**src/hw/rtl/apm_pkg.sv**
```systemverilog
`timescale 1ns / 1ps
// ----------------------------------------------------------------------------
// apm_pkg
// Shared constants, codes and types of the autoscale point mapper.
// ----------------------------------------------------------------------------
package apm_pkg;

    localparam int MAX_POINTS = 1024;
    localparam int IDX_W      = $clog2(MAX_POINTS);
    localparam int CNT_W      = $clog2(MAX_POINTS + 1);

    localparam int COORD_W    = 16;              // signed Q4.12 sample
    localparam int SCR_W      = 12;              // screen coordinate
    localparam int ENTRY_W    = 2 * COORD_W;     // x low half, y high half
    localparam int DIFF_W     = COORD_W + 1;     // v - a, b - a
    localparam int SPAN_W     = SCR_W + 1;       // hi - lo
    localparam int PROD_W     = DIFF_W + SPAN_W; // (v - a) * (hi - lo)
    localparam int MAG_W      = PROD_W - 1;      // dividend magnitude
    localparam int DVS_W      = DIFF_W;          // divisor magnitude
    localparam int SUM_W      = PROD_W + 1;

    localparam int SCR_MAX    = (1 << SCR_W) - 1;

    localparam logic [1:0] KIND_CLEAR = 2'd0;
    localparam logic [1:0] KIND_LOAD  = 2'd1;
    localparam logic [1:0] KIND_READ  = 2'd2;

    localparam int CFG_IDX_W  = 3;
    localparam logic [CFG_IDX_W-1:0] CFG_X_START     = 3'd0;
    localparam logic [CFG_IDX_W-1:0] CFG_X_END       = 3'd1;
    localparam logic [CFG_IDX_W-1:0] CFG_SCREEN_X_LO = 3'd2;
    localparam logic [CFG_IDX_W-1:0] CFG_SCREEN_X_HI = 3'd3;
    localparam logic [CFG_IDX_W-1:0] CFG_SCREEN_Y_LO = 3'd4;
    localparam logic [CFG_IDX_W-1:0] CFG_SCREEN_Y_HI = 3'd5;

    typedef struct packed {
        logic                     start;
        logic signed [PROD_W-1:0] dividend;
        logic signed [DIFF_W-1:0] divisor;
    } div_req_t;

    typedef struct packed {
        logic                     done;
        logic signed [PROD_W-1:0] quotient;   // floored
    } div_rsp_t;

    // lo + q, clamped to the screen range
    function automatic logic [SCR_W-1:0] sat_screen(input logic [SCR_W-1:0] lo,
                                                     input logic signed [PROD_W-1:0] q);
        logic signed [SUM_W-1:0] sum;
        sum = $signed({{(SUM_W-SCR_W){1'b0}}, lo}) + SUM_W'(q);
        if (sum < 0) begin
            return '0;
        end else if (sum > SUM_W'(SCR_MAX)) begin
            return SCR_W'(SCR_MAX);
        end else begin
            return sum[SCR_W-1:0];
        end
    endfunction

endpackage

```
**src/hw/rtl/apm_div.sv**
```systemverilog
`timescale 1ns / 1ps
// ----------------------------------------------------------------------------
// apm_div
// Radix-2 restoring divider, one quotient bit per cycle, floored result.
// ----------------------------------------------------------------------------
module apm_div (
    input  logic              aclk,
    input  logic              aresetn,
    input  apm_pkg::div_req_t req,
    output apm_pkg::div_rsp_t rsp
);

    localparam int STEP_W = $clog2(apm_pkg::MAG_W);
    localparam logic [STEP_W-1:0] LAST_STEP = STEP_W'(apm_pkg::MAG_W - 1);

    logic                          busy_reg;
    logic                          done_reg;
    logic [STEP_W-1:0]             step_reg;
    logic [apm_pkg::MAG_W-1:0]     quo_reg;
    logic [apm_pkg::DVS_W-1:0]     rem_reg;
    logic [apm_pkg::DVS_W-1:0]     dvs_reg;
    logic                          neg_reg;

    logic [apm_pkg::PROD_W-1:0]    dvd_abs;
    logic [apm_pkg::DIFF_W-1:0]    dvs_abs;
    logic [apm_pkg::DVS_W:0]       shifted;
    logic [apm_pkg::DVS_W+1:0]     trial;
    logic [apm_pkg::DVS_W-1:0]     rem_next;
    logic [apm_pkg::MAG_W-1:0]     quo_next;
    logic [apm_pkg::PROD_W-1:0]    qadj;

    assign dvd_abs = req.dividend[apm_pkg::PROD_W-1] ? apm_pkg::PROD_W'(-req.dividend)
                                                     : apm_pkg::PROD_W'(req.dividend);
    assign dvs_abs = req.divisor[apm_pkg::DIFF_W-1] ? apm_pkg::DIFF_W'(-req.divisor)
                                                    : apm_pkg::DIFF_W'(req.divisor);

    assign shifted  = {rem_reg, quo_reg[apm_pkg::MAG_W-1]};
    assign trial    = {1'b0, shifted} - {2'b00, dvs_reg};
    assign rem_next = trial[apm_pkg::DVS_W+1] ? shifted[apm_pkg::DVS_W-1:0]
                                              : trial[apm_pkg::DVS_W-1:0];
    assign quo_next = {quo_reg[apm_pkg::MAG_W-2:0], ~trial[apm_pkg::DVS_W+1]};

    always_ff @(posedge aclk) begin
        if (!aresetn) begin
            busy_reg <= 1'b0;
            done_reg <= 1'b0;
        end else begin
            done_reg <= 1'b0;
            if (req.start) begin
                busy_reg <= 1'b1;
            end else if (busy_reg && step_reg == LAST_STEP) begin
                busy_reg <= 1'b0;
                done_reg <= 1'b1;
            end
        end
    end

    always_ff @(posedge aclk) begin
        if (req.start) begin
            step_reg <= '0;
            rem_reg  <= '0;
            quo_reg  <= dvd_abs[apm_pkg::MAG_W-1:0];
            dvs_reg  <= dvs_abs;
            neg_reg  <= req.dividend[apm_pkg::PROD_W-1] ^ req.divisor[apm_pkg::DIFF_W-1];
        end else if (busy_reg) begin
            step_reg <= step_reg + 1'b1;
            rem_reg  <= rem_next;
            quo_reg  <= quo_next;
        end
    end

    // floor: a negative quotient with a remainder rounds one further down
    assign qadj = {1'b0, quo_reg} + apm_pkg::PROD_W'(neg_reg && (rem_reg != '0));

    assign rsp.done     = done_reg;
    assign rsp.quotient = neg_reg ? $signed(-qadj) : $signed(qadj);

endmodule
```
**config.mk**
```make
export PLATFORM = sky130hd
export DESIGN_NAME = apm_div
export DESIGN_NICKNAME = d
export VERILOG_FILES = /design/src/hw/rtl/apm_pkg.sv /design/src/hw/rtl/apm_div.sv
export SDC_FILE = /design/constraint.sdc
export NUM_CORES = 1
export LEC_CHECK = 0
export BUFFER_PORTS_ARGS = -buffer_cell sky130_fd_sc_hd__buf_2
export CORE_MARGIN = 2
export CORE_UTILIZATION = 55
export DETAILED_ROUTE_END_ITERATION = 12
export HOLD_SLACK_MARGIN = 0.1
export MAX_ROUTING_LAYER = met4
export PLACE_DENSITY = 0.78
export SLEW_MARGIN = 10
export SYNTH_ARGS = -nofsm -noshare
export SYNTH_HDL_FRONTEND = slang
export SYNTH_SLANG_ARGS = --single-unit
```
**constraint.sdc**
```tcl
create_clock -name aclk -period 11.95 [get_ports aclk]
set_input_delay 1.7925 -clock aclk [delete_from_list [all_inputs] [get_ports aclk]]
set_output_delay 1.7925 -clock aclk [all_outputs]
set_load 0.02 [all_outputs]
```
==> impl_metrics.yaml <==
worst_setup_path:
  worstPathRequired_ns: 10.16
  timing.rr.start: "quo_reg[28]"
  crit_fanout: 30
  crit_buf_inv: 2
  cpMostUsedCell: "ha_1"
  critical_path_class: "flop to output port"
  worstPathCellList: "clkinv_1, a41oi_1, ha_1, ha_1, and4_1, nand3_1, o32a_1, nor4_1, nand2_1, or3_1, o31ai_1, xor2_1, buf_2"
  crit_slowest_cell: "edfxtp_1"
  cp-startpoint: "neg_reg"
  r2r_end: "rem_reg[13]"
  r2r_setup_slack_ns: 8.37
  worstSetupEndpointType: "output port"
  r2r_cells: 11
  slowest_delay_ns: 0.99
  crit_arrival_ns: 5.62
  crit_family: "simple AND/OR/NAND/NOR gates"
  critPathLaunchType: "flop"
power:
  peakVddDrop_mv: 0.0895
  power_density_nw_per_um2: 126
  power_frac_seq: 0.376
  p_sw_mw: 0.306
  internal_power_mw: 0.571
  power.total_mw: 0.877
  sw_frac_of_total: 0.349
  p_clk_frac: 0.302
  leakagePower_nw: 2.69
  p_comb_frac: 0.322
synthesis:
  synth_area_per_cell_sq_um: 8.31
  yosysWarnings: 0
  synth_cells: 750
  synth_ff_type: "edfxtp_1"
  synth_top_cell_area_share: 0.226
  synthTopCellsByArea: "edfxtp_1 (23%), xnor2_1 (8.4%), dfxtp_1 (7.7%)"
  syn_nets: 825
  synth_edf_count: 47
  ys_seq_area_frac: 0.303
  synth-async-reset-ratio: 0
  synth-seq-cells: 71
  yosysUniqueCellTypes: 64
  syn-cell-area_sq_um: 6230
  synth_largest_area_cell: "edfxtp_1"
sta:
  final-hold-violation-count: 0
  worstMarginPinSlew_ns: 1.15
  slew_headroom: 0.236
  hold_slack_ns: 0.503
  fin_crit_sh: 0.621
  fmax_mhz: 135
  tns_ns: 0
  skew_ns: 0.00511
  report.final.slew_viol_count: 0
  rsz0062_at_grt: "false"
  min_period_ns: 7.42
  setup_violations: 0
worst_hold_path:
  hp-start: "step_reg[4]"
  hold_class: "flop to flop"
  whs_path_depth: 2
  worstHoldEndpoint: "done_reg"
cells_and_area:
  drive_above_1_share: 0.152
  syn2layout_area_growth_pct: 11.4
  final_cell_mix: "nor2_1 (80), buf_2 (80), xnor2_1 (60), nand2_1 (58), edfxtp_1 (47)"
  fin_cells: 948
  nets: 877
  largest_reg_flops: 29
cts:
  cts_buffer_depth: 2
  clkLatencyLatePin_ns: 0.33
  clk_pin_slew_ns: 0.06
  ctsHtreeMaxLevel: 3
  holdBufCountCts: 0
  cts_tree: "yes"
  clkSinkCount: 71
  ctsResizeCount: 0
  postCtsSetupBuffers: 0
  numCtsBuffers: 9
  cts-root-buf: "clkbuf_16"
routing:
  drc: 0
  wl_per_cell_microns: 16.5
  drtPass1Iterations: 5
  drtIter0Drc: 349
  viasPerCell: 6.08
  ant_nets: 0
  vias: 5768
  drt-total-wl_microns: 15600
floorplan:
  start_util: 0.570
  rows: 38
  core_area_sq_um: 10900
  die_w_microns: 110
  fp.dieArea_sq_um: 12200
  die_y_microns: 110
  ios: 81
grt:
  grt_pass1_vias: 5438
  antenna_found_initial: 1
  overflow: 0
  grt_usage: 0.261
  grt_max_degree: 71
  grt_pass1_wl_microns: 26000
outcome:
  status: "complete, no violations"
placed_design:
  gp_routability_congestion: 0.946
  dp_cells: 931
  dp_hpwl_microns: 11900
  port_buffers: 80
job:
  maxCapViolations: 0
[power by group through the flow]
stage,clock [mW],combinational (mW),sequential [mW]
6_report,0.265,0.283,0.329
5_1_grt,0.278,0.311,0.333
4_1_cts,0.266,0.283,0.328
3_5_place_dp,0,0.280,0.333
3_3_place_gp,0,0.273,0.333
2_1_floorplan,0,0.224,0.308
[cell type report]
class                      instances  area (sq um)
sequential                        71          1890
timing repair buffer              82           415
tap                              140           175
fill                             935          3990
clock inverter                     5          58.8
inverter                          37           139
antenna                            1          2.50
multi-input combinational        601          4030
clock buffer                      11           233
[stage by stage]
step / instance area (sq um) / worst slack [ns] / util
floorplan: 6230 / 6.51 / -
global placement: 6650 / 5.19 / 0.608
detailed placement: 6650 / 4.94 / 0.608
CTS: 6940 / 4.55 / 0.635
global route: 6950 / 4.17 / 0.635
finish: 6950 / 4.53 / 0.635
[worst register-to-register path, stage by stage (launching register included)]
cell      delay (ns)
edfxtp_1        0.51
inv_1           0.08
ha_1            0.24
fa_1            0.38
nor2b_1         0.23
o31a_1          0.25
o211ai_1        0.17
a21oi_1         0.25
nor3_1          0.16
or2_2           0.52
or3_1           0.45
a311oi_1        0.24
[layer usage]
| layer | GRT usage | up-vias | wire [microns] | part of all wire |
|---|---|---|---|---|
| met5 | - | - | 0 | 0 |
| met4 | 0.0950 | 0 | 499 | 0.032 |
| met3 | 0.0346 | 37 | 866 | 0.055 |
| met2 | 0.434 | 206 | 7610 | 0.49 |
| met1 | 0.326 | 2699 | 6660 | 0.43 |
| li1 | - | 2826 | - | - |
[worst max path at each step]
| stage | end | slack, ns | cells after the start |
|---|---|---|---|
| floorplan | rsp[24] | 6.51 | 15 |
| global placement | rsp[24] | 5.19 | 13 |
| detailed placement | rsp[24] | 4.94 | 13 |
| CTS | rsp[24] | 4.55 | 13 |
| global route | rsp[24] | 4.17 | 13 |
| finish | rsp[24] | 4.53 | 13 |
[cell usage after synthesis, drive strengths merged (12+ instances only)]
library cell and instances:
nor3 23, nor4 16, mux2i 13, dfxtp 24, mux2 14, xor2 45
o21ai 39, xnor2 60, edfxtp 47, clkbuf 24, o21a 12, or3 19
a21oi 40, nor2 80, ha 24, nand4 13, o31ai 14, buf 17
inv 36, nand3 21, nand2 58
[cell families (layout without fill, tap and decap cells)]
family	count (synthesis)	count (layout)	share of synthesized area
XOR/XNOR	106	106	0.151
other	0	1	0
multiplexers	27	27	0.0468
AO/OA/AOI/OAI	164	164	0.173
AND/OR/NAND/NOR	279	279	0.224
adder cells (fa/ha/maj)	25	25	0.0514
buffers and inverters	78	135	0.0500
flip-flops	71	71	0.303
(Power assumes the default switching activity.)
